**src/hdl/text_mode_character_writer_macros.svh**
```systemverilog
// assertion helpers shared by the console engine modules
`ifndef TEXT_MODE_CHARACTER_WRITER_MACROS_SVH
`define TEXT_MODE_CHARACTER_WRITER_MACROS_SVH

// expression holds at every clock edge out of reset
`define TMCW_ASSERT_ALWAYS(label, clk, rst_n, expr, msg) \
    label: assert property (@(posedge clk) disable iff (!rst_n) (expr)) else $error(msg);

// consequent holds in the same cycle as the antecedent
`define TMCW_ASSERT_IMPLIES(label, clk, rst_n, ante, cons, msg) \
    label: assert property (@(posedge clk) disable iff (!rst_n) (ante) |-> (cons)) else $error(msg);

`endif

```
**src/hdl/tmcw_pkg.sv**
```systemverilog
package tmcw_pkg;

    localparam int unsigned COLUMNS  = 80;
    localparam int unsigned ROWS     = 25;
    localparam int unsigned CELLS    = COLUMNS * ROWS;
    localparam int unsigned COL_W    = $clog2(COLUMNS);
    localparam int unsigned ROW_W    = $clog2(ROWS);
    localparam int unsigned ADDR_W   = $clog2(CELLS);
    localparam int unsigned CELL_W   = 16;
    localparam int unsigned POS_W    = 11;
    localparam int unsigned COLOR_W  = 4;
    localparam int unsigned CFG_IDX_W = 1;
    localparam int unsigned TAB_STEP = 3;

    localparam logic [1:0] OP_PUT   = 2'd0;
    localparam logic [1:0] OP_SET   = 2'd1;
    localparam logic [1:0] OP_CLEAR = 2'd2;
    localparam logic [1:0] OP_READ  = 2'd3;

    localparam logic [CFG_IDX_W-1:0] REG_FG = 1'd0;
    localparam logic [CFG_IDX_W-1:0] REG_BG = 1'd1;

    localparam logic [COLOR_W-1:0] FG_RESET = 4'hF;
    localparam logic [COLOR_W-1:0] BG_RESET = 4'h0;

    localparam logic [7:0] CH_NEWLINE = 8'd10;
    localparam logic [7:0] CH_TAB     = 8'd9;
    localparam logic [7:0] CH_SPACE   = 8'd32;

    typedef struct packed {
        logic [1:0]  opcode;
        logic [7:0]  char_code;
        logic [6:0]  target_col;
        logic [4:0]  target_row;
        logic [10:0] cell_address;
    } t_in_item;

    typedef struct packed {
        logic [10:0] cursor_position;
        logic [15:0] cell_data;
    } t_out_item;

    // cursor update request from the control engine
    typedef struct packed {
        logic        en;
        logic [1:0]  opcode;
        logic [7:0]  char_code;
        logic [6:0]  target_col;
        logic [4:0]  target_row;
    } t_cur_cmd;

    typedef struct packed {
        logic [ADDR_W-1:0] pos;
        logic [ADDR_W-1:0] pos_next;
        logic              scroll;
    } t_cur_stat;

    function automatic logic [CELL_W-1:0] attr_word(input logic [7:0] ch,
                                                    input logic [COLOR_W-1:0] fg,
                                                    input logic [COLOR_W-1:0] bg);
        attr_word = {bg, fg, ch};
    endfunction

endpackage

```
**src/hdl/tmcw_cursor.sv**
```systemverilog
`include "text_mode_character_writer_macros.svh"

module tmcw_cursor (
    input  logic                i_clk,
    input  logic                i_rst_n,
    input  tmcw_pkg::t_cur_cmd  i_cmd,
    output tmcw_pkg::t_cur_stat o_stat
);

    import tmcw_pkg::*;

    logic [COL_W-1:0] r_col;
    logic [ROW_W-1:0] r_row;
    logic [COL_W-1:0] n_col;
    logic [ROW_W-1:0] n_row;
    logic [COL_W:0]   put_col;
    logic [ROW_W:0]   put_row;
    logic             put_scroll;
    logic             cur_scroll;

    // put character: advance, wrap, and flag a scroll when passing the last row
    always_comb begin
        put_col = {1'b0, r_col};
        put_row = {1'b0, r_row};
        if (i_cmd.char_code == CH_NEWLINE) begin
            put_col = '0;
            put_row = {1'b0, r_row} + (ROW_W+1)'(1);
        end else if (i_cmd.char_code == CH_TAB) begin
            put_col = {1'b0, r_col} + (COL_W+1)'(TAB_STEP);
        end else begin
            put_col = {1'b0, r_col} + (COL_W+1)'(1);
        end
        if (put_col >= (COL_W+1)'(COLUMNS)) begin
            put_col = '0;
            put_row = put_row + (ROW_W+1)'(1);
        end
        put_scroll = 1'b0;
        if (put_row >= (ROW_W+1)'(ROWS)) begin
            put_scroll = 1'b1;
            put_row    = (ROW_W+1)'(ROWS - 1);
        end
    end

    always_comb begin
        n_col = r_col;
        n_row = r_row;
        cur_scroll = 1'b0;
        if (i_cmd.en) begin
            case (i_cmd.opcode)
                OP_PUT: begin
                    n_col = put_col[COL_W-1:0];
                    n_row = put_row[ROW_W-1:0];
                    cur_scroll = put_scroll;
                end
                OP_SET: begin
                    n_col = (32'(i_cmd.target_col) < COLUMNS) ?
                            COL_W'(i_cmd.target_col) : COL_W'(COLUMNS - 1);
                    n_row = (32'(i_cmd.target_row) < ROWS) ?
                            ROW_W'(i_cmd.target_row) : ROW_W'(ROWS - 1);
                end
                OP_CLEAR: begin
                    n_col = '0;
                    n_row = '0;
                end
                default: begin
                end
            endcase
        end
    end

    assign o_stat.scroll   = cur_scroll;
    assign o_stat.pos      = ADDR_W'(r_row) * ADDR_W'(COLUMNS) + ADDR_W'(r_col);
    assign o_stat.pos_next = ADDR_W'(n_row) * ADDR_W'(COLUMNS) + ADDR_W'(n_col);

    always_ff @(posedge i_clk) begin
        if (!i_rst_n) begin
            r_col <= '0;
            r_row <= '0;
        end else begin
            r_col <= n_col;
            r_row <= n_row;
        end
    end

    `TMCW_ASSERT_ALWAYS(a_cursor_in_grid, i_clk, i_rst_n, (32'(r_col) < COLUMNS) && (32'(r_row) < ROWS), "cursor left the grid")

endmodule

```
**config.mk**
```make
export PLATFORM = sky130hd
export DESIGN_NAME = tmcw_cursor
export DESIGN_NICKNAME = d
export VERILOG_FILES = /design/src/hdl/tmcw_pkg.sv /design/src/hdl/tmcw_cursor.sv
export VERILOG_INCLUDE_DIRS = /design/src /design/src/hdl
export SDC_FILE = /design/constraint.sdc
export NUM_CORES = 1
export LEC_CHECK = 0
export ABC_CLOCK_PERIOD_IN_PS = 7300
export BUFFER_PORTS_ARGS = -buffer_cell sky130_fd_sc_hd__buf_2
export CORE_MARGIN = 3
export CORE_UTILIZATION = 35
export DETAILED_ROUTE_END_ITERATION = 7
export GPL_TIMING_DRIVEN = 1
export SYNTH_ARGS = -nofsm -noshare
export SYNTH_HDL_FRONTEND = slang
export SYNTH_SLANG_ARGS = --single-unit
```
**constraint.sdc**
```tcl
create_clock -name i_clk -period 7.3 [get_ports i_clk]
set_input_delay 0.73 -clock i_clk [delete_from_list [all_inputs] [get_ports i_clk]]
set_output_delay 0.73 -clock i_clk [all_outputs]
set_load 0.01 [all_outputs]
```
# ---- Word-level counts from Yosys, hierarchy flattened
# Cells that the tools add are included.
dict set report totals {
  ff_bits 12
  in_bits 25
  out_inout_bits 23
  word_cells 34
}
dict set report op_classes {
  n_addsub 6
  multipliers 2
  order_cmp 4
  eq_ne 4
  n_mux 15
  reduce_logical 1
}
# op count
set ops {}
lappend ops {{$add 11x7->11} 2}
lappend ops {{$mux 7} 3}
lappend ops {{$pmux 7 s3} 1}
lappend ops {{$eq 8x4->1 const B} 2}
lappend ops {{$mux 8} 2}
lappend ops {{$mux 5} 3}
lappend ops {{$pmux 5 s3} 1}
lappend ops {{$mul 5x3->7 const B} 2}
lappend ops {{$mux 6} 2}
lappend ops {{$add 7x1->8 const B} 1}
lappend ops {{$add 7x2->8 const B} 1}
lappend ops {{$ge 8x7->1 const B} 1}
lappend ops {{$lt 7x7->1 const B} 1}
lappend ops {{$add 5x1->6 const B} 1}
lappend ops {{$add 6x1->6 const B} 1}
lappend ops {{$ge 6x5->1 const B} 1}
lappend ops {{$lt 5x5->1 const B} 1}
lappend ops {{$mux 1} 3}
lappend ops {{$eq 2x1->1 const B} 1}
lappend ops {{$eq 2x2->1 const B} 1}
lappend ops {{$logic_not 2->1} 1}

# ---- Depth between registers and ports, before layout
# Gate-level depths: netlist of the first run.
dict set report depth {
  word_depth 11
  depth_mapped 21
  ltp_nobuf 21
}

# ---- Least setup slack after synthesis of the first run
# OpenSTA, ideal clock, no wires.
dict set report synth_path {
  kind {input to output}
  start {input port i_cmd[14] (netlist name)}
  end {output port o_stat[11] (netlist name)}
  arrival_time_ns 5.102
  required_time_ns 6.570
  path_slack_ns 1.468
  cell_stages 18
  path_buffers 0
  path_cell_list {nor4b_2 > nand4b_1 > fa_1 > nand3b_1 > a211oi_1 > o211ai_1 > nor2_1 > o211ai_1 > o311a_1 > a31o_1 > ha_1 > ha_1 > inv_1 > fa_1 > or2_2 > a211oi_1 > nor2_1 > xnor2_1}
}
# item line
set synth_rtl {}
lappend synth_rtl {{from (decl)} tmcw_cursor.sv:6} ;# input tmcw_pkg::t_cur_cmd i_cmd,
lappend synth_rtl {{to (decl)} tmcw_cursor.sv:7} ;# output tmcw_pkg::t_cur_stat o_stat

==> impl_metrics.ini, run 1 <==
[sta]
max_freq_mhz = 151
tightest_slew_ns = 0.699
tns_ns = 0
rsz0062_at_grt = no
timing.hold.ws_ns = 0.710
hold_violations = 0
min_period_ns = 6.62
skew_ns = 0.00543
maxSlewViolCount = 0
setup_viol = 0
period_share_pct = 90.7
slew_headroom_pct = 53.2

[placement]
port_buffers = 47
dp_hpwl_um = 4510
gp_congestion = 0.907

[yosys]
yosysUniqueCellTypes = 65
synthCells = 267
synth_top_area_share_pct = 12.7
synth-seq-cells = 12
yosys.area.top_type = ha_1
synth_ff_type = dfxtp_1
syn-num-nets = 318
syn_area_per_cell_um2 = 7.74
yosys-top-cells-area = ha_1 13%, dfxtp_1 12%, xnor2_1 6.8%
yosysSeqAreaShare_pct = 11.6
synth-edff-count = 0
netlist_area_mm2 = 0.00207
async_flop_share_pct = 0
yosysWarnings = 0

[power]
power.leakage_nw = 1.05
p_comb_share_pct = 30.2
clkPwrFrac_pct = 35.3
power_frac_seq_pct = 34.5
peakVddDrop_v = 0.0000519
p_switching_mw = 0.0666
switching_share_pct = 31.7
p_int_mw = 0.144
p_per_area_mw_per_mm2 = 89.3

[final_layout]
fin_nets = 355
insertedDiodeCount = 0
mostFrequentLayoutCell = buf_2
drive_gt1_share_pct = 22.1
n_fill_cell = 604
multiInputGateArea_mm2 = 0.00166
register_area_um2 = 240
syn_to_final_growth_pct = 14.0
final_cell_mix = 47 x buf_2, 21 x ha_1, 20 x inv_1, 20 x nand2_1, 19 x nor2_1

[status]
status = finished, final reports clean

[detailed_routing]
num_vias = 2127
antenna_left = 0
drt_iter0_drc = 169
vias_per_cell = 5.67
first_pass_iters = 5
avgRoutedWirePerCell_um = 14.6
wl_um = 5460
remaining_drc_errors = 0

[clock_tree]
cts.path.max_buffers = 2
cts_tree = built
cts_buffers = 3
post-cts-setup-buffer-count = 0
cts.sinks = 12
worstSkewPairLatency_ns = 0.24
cts_resized = 0
h-tree-depth = 1
clkTransAtPathRegs_ns = 0.06
ctsHoldBuffers = 0
root_buffer = clkbuf_8

[setup_path]
crit_fanout = 9
r2r_start = r_col[0]
regToRegSetupSlack_ns = 4.31
r2r_end = r_row[4]
crit_type = primary input to output pin
crit_buf_inv = 3
start_kind = primary input
rr_worst_depth = 9
cp_cell_sequence = buf_2, nor4b_2, nand4b_1, fa_1, nand3b_1, a211oi_1, o211ai_1, nor2_1, o211ai_1, o311a_1, a31o_1, ha_1, ha_1, inv_1, fa_1, or2_2, a21oi_1, a211oi_1, nor2_1, xnor2_1, buf_2
cp.arrival_ns = 5.89
slowest_stage = nor4b_2
crit_family = simple AND/OR/NAND/NOR gates
worstPathRequired_ns = 6.57
end_kind = output pin
crit_path_max_incr_delay_ns = 0.65

[die]
die_h_um = 82.9
dieArea_mm2 = 0.00686
num_rows = 27
die_width_um = 82.9
io_pins = 48
initial_utilization_pct = 36.9
core_mm2 = 0.00561

[global_routing]
grt_max_degree = 16
grt_remaining_overflow = 0
grt_usage_pct = 15.7
grt_pass1_vias = 1974
grt_pass1_wl_um = 9240
antenna_found_initial = 0

[job]
timing.max_cap.violations = 0

[worst_hold_path]
min_path_type = flip-flop to flip-flop
hold_start = r_col[1]
holdPathEnd = r_col[1]
min_path_cells = 2
==> cell type report <==
cell class	instances	share of cell area, %
Multi-Input combinational cell	220	70.5
Sequential cell	12	10.2
Timing Repair Buffer	47	9.98
Tap cell	72	3.82
Inverter	20	3.19
Clock buffer	4	2.34
==> stage by stage <==
step / setup WS [ns] / instance area [µm²] / util (%) / instances / power [mW]
2_1_floorplan: 1.47 / 2070 / - / 267 / 0.116
3_3_place_gp: 0.873 / 2300 / 41.0 / 371 / 0.137
3_5_place_dp: 0.731 / 2300 / 41.0 / 371 / 0.137
4_1_cts: 0.688 / 2360 / 42.0 / 375 / 0.212
5_1_grt: 0.188 / 2360 / 42.0 / 375 / 0.225
6_report: 0.681 / 2360 / 42.0 / 375 / 0.210
==> how the worst max path moves through the flow <==
stage	startpoint	endpoint	cells past startpoint
2_1_floorplan	i_cmd[14]	o_stat[11]	18
3_3_place_gp	i_cmd[14]	o_stat[11]	21
3_5_place_dp	i_cmd[14]	o_stat[11]	21
4_1_cts	i_cmd[14]	o_stat[11]	21
5_1_grt	i_cmd[14]	o_stat[11]	21
6_report	i_cmd[14]	o_stat[11]	21
==> cell usage after synthesis (3+ instances only) <==
master,instances
a211oi_1,4
a21o_1,5
a21oi_1,13
a22o_1,4
a22oi_1,3
a31oi_1,4
and2_1,11
and3_1,3
buf_4,9
clkbuf_1,5
dfxtp_1,12
fa_1,5
ha_1,21
inv_1,20
nand2_1,20
nand3_1,7
nor2_1,19
o211ai_1,5
o21ai_0,17
o22ai_1,3
o31ai_1,4
xnor2_1,16
==> logic make-up after synthesis <==
kind of cell,after synthesis,share of synthesized area (%)
mux,1,0.545
xor+xnor,19,8.41
fa+ha+maj,26,17.6
buf+inv,35,8.05
simple gates,87,24.2
compound gates,87,29.6
flops,12,11.6
==> state kept, by name, indices dropped and copies added, names as in the netlist <==
name	count
r_col	7
r_row	5
==> power groups by stage <==
stage / sequential, mW / combinational [mW] / clock [mW]
3_5_place_dp: 0.0738 / 0.0635 / 0
5_1_grt: 0.0731 / 0.0715 / 0.0802
2_1_floorplan: 0.0714 / 0.0448 / 0
4_1_cts: 0.0724 / 0.0640 / 0.0756
3_3_place_gp: 0.0739 / 0.0634 / 0
6_report: 0.0725 / 0.0636 / 0.0743
==> tightest hold or removal path, delay by kind of cell (launching register included) <==
kind	cells	cell delay (ns)
AOI/OAI and AO/OA	1	0.17
and+or+nand+nor	1	0.11
DFF	1	0.40
==> routing by layer <==
layer | vias up | wire (µm) | track usage (%)
li1 | 1053 | - | -
met1 | 1004 | 2520 | 21.2
met2 | 66 | 2590 | 27.1
met3 | 4 | 309 | 2.38
met4 | 0 | 43 | 2.23
met5 | - | 0 | 0
(Power assumes the default switching activity.)
==> inputs of run 2 (changes only) <==
--- a/config.mk
+++ b/config.mk
@@ -6,6 +6,7 @@
 export SDC_FILE = /design/constraint.sdc
 export NUM_CORES = 1
 export LEC_CHECK = 0
+export ABC_AREA = 1
 export ABC_CLOCK_PERIOD_IN_PS = 7300
 export BUFFER_PORTS_ARGS = -buffer_cell sky130_fd_sc_hd__buf_2
 export CORE_MARGIN = 3
==> run 2 against run 1 <==
  * Worst setup slack gained 0.81 ns
  * Critical path depth is 12 higher
  * Clock skew rose by 0.0011 ns
  * Die area increased by 1.6%
  * Clock power rose by 0.7%
  * Final cell count up 14%
  * Critical path type unchanged
  * Global-route usage decreased by 0.70 points
  * Register-to-register slack improved by 0.55 ns
  * Maximum frequency increased by 14%
  * Flip-flop and latch count unchanged
==> impl_metrics.ini, run 2 <==
[status]
status = finished, final reports clean

[sta]
hold_violations = 0
period_share_pct = 79.6
max_freq_mhz = 172
timing.hold.ws_ns = 0.554
rsz0062_at_grt = no
skew_ns = 0.00649
tightest_slew_ns = 0.703
min_period_ns = 5.81
tns_ns = 0
maxSlewViolCount = 0
slew_headroom_pct = 52.9
setup_viol = 0

[setup_path]
rr_worst_depth = 17
crit_fanout = 8
slowest_stage = nor4_1
cp.arrival_ns = 5.08
crit_path_max_incr_delay_ns = 0.41
crit_family = simple AND/OR/NAND/NOR gates
crit_top_cell = nand2_2
crit_type = primary input to output pin
crit_buf_inv = 8
crit_cells = 33
worstPathRequired_ns = 6.57
start_kind = primary input
end_kind = output pin

[clock_tree]
clkTransAtPathRegs_ns = 0.06
h-tree-depth = 1
cts.path.max_buffers = 2
ctsHoldBuffers = 0
post-cts-setup-buffer-count = 0
cts_resized = 0
worstSkewPairLatency_ns = 0.25
cts_tree = built
cts.sinks = 12
cts_buffers = 3
root_buffer = clkbuf_8

[yosys]
netlist_top_cells_count = 74 x nand2_1, 46 x inv_1, 22 x nand3_1
yosys.cell_count.top_type = nand2_1
async_flop_share_pct = 0
yosysUniqueCellTypes = 36
synthCells = 315
syn_area_per_cell_um2 = 6.67
yosysWarnings = 0
syn-num-nets = 366
yosys.area.top_type = nand2_1
synth-edff-count = 0
yosys-top-cells-area = nand2_1 13%, ha_1 13%, dfxtp_1 11%
synth_ff_type = dfxtp_1
netlist_area_mm2 = 0.00210
synth_top_area_share_pct = 13.2
yosysSeqAreaShare_pct = 11.4
synth-seq-cells = 12

[power]
p_comb_share_pct = 49.9
p_per_area_mw_per_mm2 = 127
clkPwrFrac_pct = 24.4
power.leakage_nw = 1.38
switching_share_pct = 41.4
p_switching_mw = 0.127
p_int_mw = 0.180
peakVddDrop_v = 0.0000742
power_frac_seq_pct = 25.7

[global_routing]
grt_pass1_wl_um = 8760
grt_pass1_vias = 1905
grt_remaining_overflow = 0
grt_max_degree = 16
antenna_found_initial = 0
grt_usage_pct = 15.0

[placement]
port_buffers = 47
dp_hpwl_um = 4370
dp.cells = 423
gp_congestion = 0.892

[die]
core_mm2 = 0.00564
initial_utilization_pct = 37.3
io_pins = 48
dieArea_mm2 = 0.00697
num_rows = 27
die_width_um = 83.5
die_h_um = 83.5

[final_layout]
fin_nets = 407
final_cell_mix = 74 x nand2_1, 47 x buf_2, 46 x inv_1
reg_top3 = r_col (7), r_row (5)
regMostFlops = r_col
mostFrequentLayoutCell = nand2_1
final_cell_count_no_fill = 427
drive_gt1_share_pct = 27.3
n_fill_cell = 599
largest_reg_flops = 7
syn_to_final_growth_pct = 14.5
insertedDiodeCount = 0
fin_util_pct = 42.7

[detailed_routing]
wl_um = 5090
antenna_left = 0
avgRoutedWirePerCell_um = 11.9
first_pass_iters = 4
vias_per_cell = 4.61
num_vias = 1970
remaining_drc_errors = 0
drt_iter0_drc = 71

[worst_hold_path]
min_path_cells = 2
min_path_type = flip-flop to flip-flop

[job]
timing.max_cap.violations = 0
-- run 2: cell types whose count changed after synthesis, sizes merged, moves of 4 or more --
| cell | previous run | this run |
|---|---|---|
| o21ai | 19 | 13 |
| xor2 | 3 | 12 |
| a21o | 5 | 0 |
| and2 | 11 | 5 |
| a22o | 4 | 0 |
| a211oi | 4 | 0 |
| nor2 | 19 | 31 |
| o31ai | 4 | 0 |
| o211ai | 5 | 0 |
| xnor2 | 16 | 3 |
| nand3 | 7 | 27 |
| inv | 20 | 53 |
| nand2 | 20 | 92 |
-- run 2: worst paths after layout --
check,from,end,slack [ns]
hold / removal,r_col[1],r_col[1],0.55
setup reg to reg,r_col[0],r_row[2],4.86
hold reg to reg,r_col[1],r_col[1],0.55
setup / recovery,i_cmd[17],o_stat[11],1.49
-- run 2: stage by stage --
| step | power (mW) | cell area [µm²] | setup WS [ns] |
|---|---|---|---|
| CTS | 0.309 | 2410 | 1.39 |
| detailed placement | 0.233 | 2350 | 1.41 |
| global route | 0.333 | 2410 | 1.04 |
| global placement | 0.233 | 2350 | 1.52 |
| finish | 0.307 | 2410 | 1.49 |
| floorplan | 0.189 | 2100 | 2.14 |
-- run 2: area by class of cell --
type	count	area, µm²	share of cell area (%)
inverters	54	203	8.42
well taps	72	90.1	3.74
repair buffers	47	235	9.77
flip-flops and latches	12	240	9.98
clock buffers	4	55.1	2.29
multi-input cells	238	1580	65.8
-- run 2: worst reg2reg max path: cells and delay by family (launching register included) --
family / cells / cell delay, ns
adder cells (fa/ha/maj): 1 / 0.41
AND/OR/NAND/NOR: 12 / 1.10
buffers and inverters: 2 / 0.20
AO/OA/AOI/OAI: 2 / 0.25
flip-flops: 1 / 0.41
-- run 2: power by group through the flow --
stage / Clock [mW] / Sequential (mW) / Combinational (mW)
6_report: 0.0748 / 0.0789 / 0.153
5_1_grt: 0.0803 / 0.0798 / 0.173
4_1_cts: 0.0761 / 0.0787 / 0.155
3_5_place_dp: 0 / 0.0801 / 0.153
3_3_place_gp: 0 / 0.0800 / 0.153
2_1_floorplan: 0 / 0.0768 / 0.112
-- run 2: cells by family (layout without fill, tap and decap cells) --
kind of cell	Yosys count	count (layout)	synth area share, %
AND/OR/NAND/NOR	163	163	42.2
XOR/XNOR	15	15	6.25
AO/OA/AOI/OAI	34	34	9.64
flip-flops	12	12	11.4
adder cells (fa/ha/maj)	26	26	17.3
buffers and inverters	65	105	13.2
-- run 2: per-layer routing --
layer / global-route usage, % / vias to the layer above / part of all wire (%) / routed length [µm]
met3: 1.48 / 5 / 4.3 / 221
li1: - / 1069 / - / -
met4: 4.82 / 0 / 1.4 / 71
met2: 25.5 / 41 / 46 / 2350
met5: 0 / - / 0 / 0
met1: 20.0 / 855 / 48 / 2440
